--- src/design/clll_pkg.sv ---
`default_nettype none

package clll_pkg;

	// default list capacity
	localparam int DEPTH_DEFAULT = 32;

	// word field widths
	localparam int W_OP     = 2;
	localparam int W_BYTE   = 8;
	localparam int W_STATUS = 3;
	localparam int W_COUNT  = 6;

	// operation codes
	localparam logic [W_OP-1:0] OP_INSERT   = 2'd0;
	localparam logic [W_OP-1:0] OP_REMOVE   = 2'd1;
	localparam logic [W_OP-1:0] OP_READ_FWD = 2'd2;
	localparam logic [W_OP-1:0] OP_READ_BWD = 2'd3;

	// result status codes
	localparam logic [W_STATUS-1:0] ST_DONE      = 3'd0;
	localparam logic [W_STATUS-1:0] ST_NOT_FOUND = 3'd1;
	localparam logic [W_STATUS-1:0] ST_FULL      = 3'd2;
	localparam logic [W_STATUS-1:0] ST_EMPTY     = 3'd3;

	// per-cycle command to the row of cells
	typedef struct packed {
		logic shift;	// every cell takes its lower neighbour
		logic pull;		// cells at or above pos take their upper neighbour
	} cell_ctl_t;

endpackage

`default_nettype wire

--- src/design/clll_cell.sv ---
`default_nettype none

module clll_cell import clll_pkg::*; #(
	parameter int IW    = 5,
	parameter int INDEX = 0
) (
	input  wire              clk,
	input  wire cell_ctl_t   ctl,
	input  wire [IW-1:0]     pos,
	input  wire [W_BYTE-1:0] prev_data,
	input  wire [W_BYTE-1:0] next_data,
	output logic [W_BYTE-1:0] data
);

	logic [W_BYTE-1:0] data_q;

	// shift towards the tail on insert, close the gap on removal, else hold
	always_ff @(posedge clk) begin
		priority if (ctl.shift) begin
			data_q <= prev_data;
		end else if (ctl.pull && (IW'(INDEX) >= pos)) begin
			data_q <= next_data;
		end else begin
			data_q <= data_q;
		end
	end

	assign data = data_q;

endmodule

`default_nettype wire
--- config.mk ---
export PLATFORM = sky130hd
export DESIGN_NAME = clll_cell
export DESIGN_NICKNAME = d
export VERILOG_FILES = /design/src/design/clll_pkg.sv /design/src/design/clll_cell.sv
export SDC_FILE = /design/constraint.sdc
export NUM_CORES = 1
export LEC_CHECK = 0
export ABC_AREA = 0
export ABC_CLOCK_PERIOD_IN_PS = 2600
export BUFFER_PORTS_ARGS = -buffer_cell sky130_fd_sc_hd__buf_2
export CAP_MARGIN = 20
export CORE_AREA = 2 2 39 41
export DETAILED_ROUTE_END_ITERATION = 8
export DIE_AREA = 0 0 41 43
export GPL_ROUTABILITY_DRIVEN = 1
export PLACE_DENSITY = 0.64
export SETUP_SLACK_MARGIN = 0.3
export SLEW_MARGIN = 25
export SYNTH_ARGS = -nofsm -noshare
export SYNTH_HDL_FRONTEND = slang
export SYNTH_SLANG_ARGS = --single-unit
--- constraint.sdc ---
create_clock -name clk -period 2.6 [get_ports clk]
set_input_delay 0.26 -clock clk [delete_from_list [all_inputs] [get_ports clk]]
set_output_delay 0.26 -clock clk [all_outputs]
set_load 0.005 [all_outputs]
After elaboration in Yosys (flattened, before gate mapping)
Index checks and enable logic that the tools add are counted.

Word-level logic and storage cells: 6. Bits in registers: 8. Input bits: 24.

$lt $le $gt $ge: 1. Reductions and logical operators: 2. Multiplexer cells: 2.

Operators with widths (count): two-way mux 8 bit (2); greater-or-equal comparator 1 x 5 -> 1 bit (first input constant) (1); nonzero test 2 bit (1); logical AND 1 bit (1).

Depth between registers and ports, before layout
Gate-level depths: netlist (run 1).

Depth after elaboration: 4. Mapped depth: 2. Mapped depth without buffers: 2.

Worst setup path after synthesis (run 1)
OpenSTA, ideal clock, no wires.

Path type: input port to flip-flop. From: in pos[2]. To: reg data_q[0], in the netlist data[0] (enable). Stages on the path: 2. Arrival: 0.832 ns. Data required time: 2.269 ns. Setup time: 0.331 ns. Slack: 1.438 ns. Cells stage by stage: nor4_1 > a31o_1.

Cells in the longest elaborated chain, start to end: 3.

RTL lines: from (decl) (RTL line clll_cell.sv:9) `input wire [IW-1:0] pos,`; greater-or-equal comparator 1 x 5 -> 1 bit (RTL line clll_cell.sv:21) `end else if (ctl.pull && (IW'(INDEX) >= pos)) begin`; logical AND 1 bit (RTL line clll_cell.sv:21); nonzero test 2 bit (no source line); to (signal assigned) (RTL line clll_cell.sv:20) `data_q <= prev_data;`; to (signal assigned) (RTL line clll_cell.sv:22) `data_q <= next_data;`; to (signal assigned) (RTL line clll_cell.sv:24) `data_q <= data_q;`; to (decl) (RTL line clll_cell.sv:15) `logic [W_BYTE-1:0] data_q;`.

No other way between the ends. A chain may end at the register's enable or synchronous reset.

Worst setup path in the final report (run 1)
Same ends and word-level chain as after synthesis.

==> impl_metrics.xml, run 1 <==
<?xml version="1.0" encoding="UTF-8"?>
<metrics>
  <group name="final_layout">
    <metric name="instances_no_fill" unit="">69</metric>
    <metric name="largest_reg_flops" unit="">8</metric>
    <metric name="areaGrowthSynthToFinish" unit="%">47.8</metric>
    <metric name="filler_cell_count" unit="">134</metric>
    <metric name="fin_nets" unit="">79</metric>
    <metric name="multi_input_comb_area" unit="sq um">135</metric>
    <metric name="mostFrequentLayoutCells" unit="">31 x sky130_fd_sc_hd__buf_2, 8 x sky130_fd_sc_hd__mux2_4, 8 x sky130_fd_sc_hd__edfxtp_1, 3 x sky130_fd_sc_hd__clkbuf_4</metric>
    <metric name="antenna_cells" unit="">0</metric>
    <metric name="area.sequential" unit="sq um">240</metric>
    <metric name="final_layout_size_suffix_gt1_share" unit="%">79.2</metric>
    <metric name="mostFrequentLayoutCell" unit="">sky130_fd_sc_hd__buf_2</metric>
  </group>
  <group name="sta">
    <metric name="achievable_frequency" unit="GHz">0.908</metric>
    <metric name="final_period_minus_worst_setup_slack" unit="ns">1.10</metric>
    <metric name="setup_viol_count_final" unit="">0</metric>
    <metric name="worst_slew_margin_rel" unit="%">76.8</metric>
    <metric name="finalHoldViolations" unit="">0</metric>
    <metric name="fin_tns_setup" unit="ns">0</metric>
    <metric name="timing.hold.ws" unit="ns">0.303</metric>
    <metric name="finalMaxSlewViolations" unit="">0</metric>
    <metric name="worst_pin_slew" unit="ns">0.348</metric>
    <metric name="unrepaired_setup_endpoints_after_global_routing" unit="">no</metric>
    <metric name="fin_crit_sh" unit="%">42.4</metric>
  </group>
  <group name="synthesis">
    <metric name="number_of_flip_flops_and_latches_in_the_synthesized_netlist" unit="">8</metric>
    <metric name="synth_warnings" unit="">0</metric>
    <metric name="post_synth_num_cell_types" unit="">6</metric>
    <metric name="synth_area" unit="sq um">390</metric>
    <metric name="synth_sequential_area_ratio" unit="%">61.5</metric>
    <metric name="synth_cells" unit="">20</metric>
    <metric name="synth_fp_nets" unit="">44</metric>
    <metric name="postSynthAreaPerCell" unit="sq um">19.5</metric>
  </group>
  <group name="global_routing">
    <metric name="groute.layer.met2.usage" unit="%">12.8</metric>
    <metric name="grt_first_pass_wirelength" unit="mm">1.06</metric>
    <metric name="via_count_of_the_first_global_routing_pass" unit="">287</metric>
    <metric name="met1_grt_util" unit="%">10.1</metric>
    <metric name="antenna_found_initial" unit="">0</metric>
    <metric name="gr-usage-met3" unit="%">4.71</metric>
    <metric name="grt_start_max_net_pins" unit="">10</metric>
    <metric name="global_route.peak_usage_layer" unit="">met2</metric>
    <metric name="globalRoute.totalOverflow" unit="">0</metric>
    <metric name="grt.total_usage" unit="%">9.98</metric>
  </group>
  <group name="clock_tree">
    <metric name="post_cts.resized_instances" unit="">0</metric>
    <metric name="clk_transition_reported_paths" unit="ns">0.05</metric>
    <metric name="clock-root-buffer" unit="">sky130_fd_sc_hd__clkbuf_4</metric>
    <metric name="tritoncts_clock_tree" unit="">done</metric>
    <metric name="clock-sinks" unit="">8</metric>
    <metric name="holdBufCountCts" unit="">0</metric>
    <metric name="htree_num_levels" unit="">1</metric>
    <metric name="cts_setup_buffers" unit="">0</metric>
    <metric name="tritoncts.num_buffers" unit="">3</metric>
    <metric name="ctsLongestPathBuffers" unit="">2</metric>
  </group>
  <group name="placed_design">
    <metric name="place.port_buffers" unit="">31</metric>
    <metric name="dp.cells" unit="">66</metric>
    <metric name="routabilityCongestion" unit="">0.585</metric>
  </group>
  <group name="detailed_routing">
    <metric name="detailedRoute.firstIterationViolations" unit="">0</metric>
    <metric name="postRouteWirelength" unit="um">664</metric>
    <metric name="drcViolationCount" unit="">0</metric>
    <metric name="post_drt_wl_per_cell" unit="um">9.62</metric>
    <metric name="drtPass1Iterations" unit="">1</metric>
    <metric name="final_antenna_net_count" unit="">0</metric>
    <metric name="routed-via-count" unit="">299</metric>
    <metric name="viasPerCell" unit="">4.33</metric>
  </group>
  <group name="worst_setup_path">
    <metric name="worst_path_class_setup" unit="">in -&gt; reg</metric>
    <metric name="cp-start-kind" unit="">input pin</metric>
    <metric name="worst_ep_arrival_time" unit="ns">1.02</metric>
    <metric name="end_kind" unit="">flop</metric>
    <metric name="crit_fanout" unit="">8</metric>
    <metric name="crit_required" unit="ns">2.51</metric>
  </group>
  <group name="worst_hold_path">
    <metric name="tightest_hold_check_type" unit="">in -&gt; reg</metric>
    <metric name="hold-path-cell-count" unit="">2</metric>
  </group>
  <group name="die">
    <metric name="row_count" unit="">14</metric>
    <metric name="fp.dieW" unit="um">41</metric>
    <metric name="die_area" unit="sq um">1760</metric>
    <metric name="core" unit="sq um">1380</metric>
    <metric name="start_util" unit="%">28.2</metric>
    <metric name="top_ports" unit="">32</metric>
    <metric name="die_height" unit="um">43</metric>
  </group>
  <group name="power_and_ir_drop">
    <metric name="cell_pwr_density" unit="nW/um^2">528</metric>
    <metric name="overall_power" unit="uW">305</metric>
    <metric name="total_leakage_power" unit="uW">0.000288</metric>
    <metric name="ir_drop" unit="mV">0.188</metric>
  </group>
  <group name="flow_run">
    <metric name="max_cap_viol_count" unit="">0</metric>
  </group>
  <group name="run_status">
    <metric name="status" unit="">finished, final reports clean</metric>
  </group>
</metrics>
cell usage after synthesis:
master,n,area (sq um)
sky130_fd_sc_hd__edfxtp_1,8,240
sky130_fd_sc_hd__mux2_4,8,120
sky130_fd_sc_hd__a31o_1,1,8.76
sky130_fd_sc_hd__buf_6,1,11.3
sky130_fd_sc_hd__inv_1,1,3.75
sky130_fd_sc_hd__nor4_1,1,6.26
worst max-delay path: stages:
cell and delay [ns]:
sky130_fd_sc_hd__buf_2 0.09, sky130_fd_sc_hd__nor4_1 0.26, sky130_fd_sc_hd__a31o_1 0.40
layout make-up:
| class | count | area share (%) |
|---|---|---|
| inverters | 1 | 0.651 |
| multi-input cells | 10 | 23.4 |
| well taps | 16 | 3.47 |
| flip-flops and latches | 8 | 41.6 |
| clock buffers | 3 | 3.90 |
| repair buffers | 31 | 26.9 |
worst paths after layout:
kind                         start           endpoint
worst max-delay path        pos[2]  data[0]$_DFFE_PP_
worst min-delay path  prev_data[4]  data[4]$_DFFE_PP_
stage by stage:
step                      utilization, %  setup WS [ns]  cell area [sq um]
after floorplan                        -           1.44                390
after global placement              40.1           1.26                554
after detailed placement            40.1           1.23                554
after CTS                           41.7           1.50                577
after global routing                41.7           1.39                577
final                               41.7           1.50                577
metal layers:
layer  share of wire, %  vias to the layer above  wire (um)
met3                 13                        5         86
met2                 44                       24        291
met4                4.8                        0         32
met1                 38                      126        253
li1                   -                      144          -
met5                  0                        -          0
power breakdown:
group / internal, uW / leakage (uW) / total (uW) / switching [uW]
registers: 157 / 0.0000784 / 159 / 2.40
clock network: 52.7 / 0.0000138 / 92.7 / 40.0
logic: 34.7 / 0.000196 / 52.6 / 17.8
cell families (layout without fill, tap and decap cells):
logic type             Yosys count  in the layout  synth area share [%]
AO/OA/AOI/OAI                    1              1                  2.24
AND/OR/NAND/NOR                  1              1                  1.60
buffers and inverters            2             35                  3.85
multiplexers                     8              8                  30.8
flip-flops                       8              8                  61.5
(Power assumes the default switching activity.)
==> run 2: changes to the inputs <==
--- a/config.mk
+++ b/config.mk
@@ -6,7 +6,7 @@
 export NUM_CORES = 1
 export LEC_CHECK = 0
 export ABC_AREA = 0
-export ABC_CLOCK_PERIOD_IN_PS = 2600
+export ABC_CLOCK_PERIOD_IN_PS = 1100
 export BUFFER_PORTS_ARGS = -buffer_cell sky130_fd_sc_hd__buf_2
 export CAP_MARGIN = 20
 export CORE_AREA = 2 2 39 41
==> constraint.sdc (replaced) <==
create_clock -name clk -period 1.1 [get_ports clk]
set_input_delay 0.11 -clock clk [delete_from_list [all_inputs] [get_ports clk]]
set_output_delay 0.11 -clock clk [all_outputs]
set_load 0.005 [all_outputs]
==> run 2 against run 1 <==
  * Flip-flop and latch count unchanged
  * Clock power increased by 130%
  * Wire length up 2.4%
  * Combinational power grew to 2.6 times the previous value
  * Cell area increased by 6.3%
  * Clock-buffer cell count is the same
  * Die area stayed put
  * Total power increased by 140%
  * Critical path type is now reg -> out
  * Critical endpoint is now data[5]
  * Highest routed layer unchanged
==> impl_metrics.xml, run 2 (synthesized netlist as in run 1, its figures left out) <==
<?xml version="1.0" encoding="UTF-8"?>
<metrics>
  <group name="run_status">
    <metric name="status" unit="">finished, final reports clean</metric>
  </group>
  <group name="sta">
    <metric name="achievable_frequency" unit="GHz">1.19</metric>
    <metric name="timing.hold.ws" unit="ns">0.161</metric>
    <metric name="worst_pin_slew" unit="ns">0.281</metric>
    <metric name="worst_slew_margin_rel" unit="%">81.3</metric>
    <metric name="fin_crit_sh" unit="%">76.3</metric>
    <metric name="final_period_minus_worst_setup_slack" unit="ns">0.839</metric>
    <metric name="final.setup.worst_slack" unit="ns">0.261</metric>
    <metric name="finalHoldViolations" unit="">0</metric>
    <metric name="finalMaxSlewViolations" unit="">0</metric>
    <metric name="fin_tns_setup" unit="ns">0</metric>
    <metric name="unrepaired_setup_endpoints_after_global_routing" unit="">yes</metric>
    <metric name="setup_viol_count_final" unit="">0</metric>
  </group>
  <group name="die">
    <metric name="row_count" unit="">14</metric>
    <metric name="fp.dieW" unit="um">41</metric>
    <metric name="top_ports" unit="">32</metric>
    <metric name="start_util" unit="%">28.2</metric>
    <metric name="core" unit="sq um">1380</metric>
    <metric name="die_area" unit="sq um">1760</metric>
    <metric name="die_height" unit="um">43</metric>
  </group>
  <group name="worst_setup_path">
    <metric name="worst_path_class_setup" unit="">reg -&gt; out</metric>
    <metric name="timing.critical_path.slowest_cell_delay" unit="ns">0.35</metric>
    <metric name="crit_path_cell_trace" unit="">buf_2</metric>
    <metric name="cp-start-kind" unit="">flop</metric>
    <metric name="worst-path-buf-inv" unit="">1</metric>
    <metric name="crit_fanout" unit="">1</metric>
    <metric name="crit_required" unit="ns">0.99</metric>
    <metric name="critPathSlowestCell" unit="">sky130_fd_sc_hd__edfxtp_1</metric>
    <metric name="critical_path.top_delay_family" unit="">flip-flops</metric>
    <metric name="endpoint" unit="">data[5]</metric>
    <metric name="worst_ep_arrival_time" unit="ns">0.73</metric>
    <metric name="end_kind" unit="">output port</metric>
    <metric name="cp-startpoint" unit="">data[5]$_DFFE_PP_</metric>
    <metric name="path_depth" unit="">1</metric>
  </group>
  <group name="global_routing">
    <metric name="antenna_found_initial" unit="">0</metric>
    <metric name="globalRoute.totalOverflow" unit="">0</metric>
    <metric name="grt_start_max_net_pins" unit="">10</metric>
    <metric name="grt_first_pass_wirelength" unit="mm">1.03</metric>
    <metric name="via_count_of_the_first_global_routing_pass" unit="">288</metric>
    <metric name="grt.total_usage" unit="%">8.62</metric>
  </group>
  <group name="clock_tree">
    <metric name="ctsLongestPathBuffers" unit="">2</metric>
    <metric name="clock-root-buffer" unit="">sky130_fd_sc_hd__clkbuf_4</metric>
    <metric name="tritoncts_clock_tree" unit="">done</metric>
    <metric name="clk_transition_reported_paths" unit="ns">0.05</metric>
    <metric name="htree_num_levels" unit="">1</metric>
    <metric name="tritoncts.num_buffers" unit="">3</metric>
    <metric name="cts_setup_buffers" unit="">0</metric>
    <metric name="clock-sinks" unit="">8</metric>
  </group>
  <group name="detailed_routing">
    <metric name="viasPerCell" unit="">4.36</metric>
    <metric name="final_antenna_net_count" unit="">0</metric>
    <metric name="routed-via-count" unit="">301</metric>
    <metric name="detailedRoute.firstIterationViolations" unit="">2</metric>
    <metric name="post_drt_wl_per_cell" unit="um">9.86</metric>
    <metric name="drtPass1Iterations" unit="">2</metric>
    <metric name="postRouteWirelength" unit="um">680</metric>
    <metric name="drcViolationCount" unit="">0</metric>
  </group>
  <group name="worst_hold_path">
    <metric name="tightest_hold_check_type" unit="">in -&gt; reg</metric>
  </group>
  <group name="power_and_ir_drop">
    <metric name="cell_pwr_density" unit="nW/um^2">1180</metric>
    <metric name="ir_drop" unit="mV">0.320</metric>
    <metric name="total_leakage_power" unit="uW">0.000298</metric>
  </group>
  <group name="placed_design">
    <metric name="place.port_buffers" unit="">31</metric>
    <metric name="routabilityCongestion" unit="">0.594</metric>
    <metric name="placement.setup.worst_slack" unit="ns">0.0499</metric>
  </group>
  <group name="final_layout">
    <metric name="antenna_cells" unit="">0</metric>
    <metric name="largest_reg_flops" unit="">8</metric>
    <metric name="mostFrequentLayoutCell" unit="">sky130_fd_sc_hd__buf_2</metric>
    <metric name="mostFrequentLayoutCells" unit="">29 x sky130_fd_sc_hd__buf_2, 8 x sky130_fd_sc_hd__mux2_4, 8 x sky130_fd_sc_hd__edfxtp_1, 3 x sky130_fd_sc_hd__clkbuf_4, 2 x sky130_fd_sc_hd__buf_6</metric>
    <metric name="final_layout_size_suffix_gt1_share" unit="%">83.0</metric>
    <metric name="fin_nets" unit="">79</metric>
    <metric name="areaGrowthSynthToFinish" unit="%">57.1</metric>
  </group>
  <group name="flow_run">
    <metric name="max_cap_viol_count" unit="">0</metric>
  </group>
</metrics>
## run 2: timing repair
item | CTS | global route
pin swaps | 0 | 2
setup endpoints to repair | 8 | 16
gates cloned | 0 | 0
hold buffers | 0 | 0
gates resized for setup | 0 | 2
## run 2: cell type report
type	instances	area (sq um)
Tap cell	16	20.0
Inverter	1	3.75
Clock buffer	3	22.5
Fill cell	135	771
Timing Repair Buffer	31	168
Sequential cell	8	240
Multi-Input combinational cell	10	159
## run 2: worst min-delay path by stage
stage                      start           endpoint  depth (start not counted)
floorplan           prev_data[0]  data[0]$_DFFE_PP_                          1
global placement    prev_data[3]  data[3]$_DFFE_PP_                          2
detailed placement  next_data[3]  data[3]$_DFFE_PP_                          2
CTS                 next_data[3]  data[3]$_DFFE_PP_                          2
global route        prev_data[4]  data[4]$_DFFE_PP_                          2
finish              next_data[3]  data[3]$_DFFE_PP_                          2
## run 2: power by group
group          leakage [uW]  switching (uW)  internal (uW)  total (uW)
logic              0.000206            48.2           90.1         138
clock network     0.0000138            87.3            124         211
registers         0.0000784            5.06            371         376
## run 2: routing by layer
| layer | global-route usage, % | share of wire (%) | wire (um) |
|---|---|---|---|
| met2 | 13.4 | 51 | 346 |
| met1 | 9.63 | 36 | 245 |
| met5 | 0 | 0 | 0 |
| met4 | 8.00 | 2.2 | 15 |
| met3 | 0.524 | 11 | 72 |
## run 2: stage by stage
step | std cells | total power, uW | util, % | instance area, sq um
floorplan | 20 | 447 | - | 414
global placement | 66 | 516 | 41.8 | 578
detailed placement | 66 | 518 | 41.8 | 578
CTS | 69 | 729 | 43.4 | 601
global route | 69 | 758 | 44.3 | 613
finish | 69 | 725 | 44.3 | 613
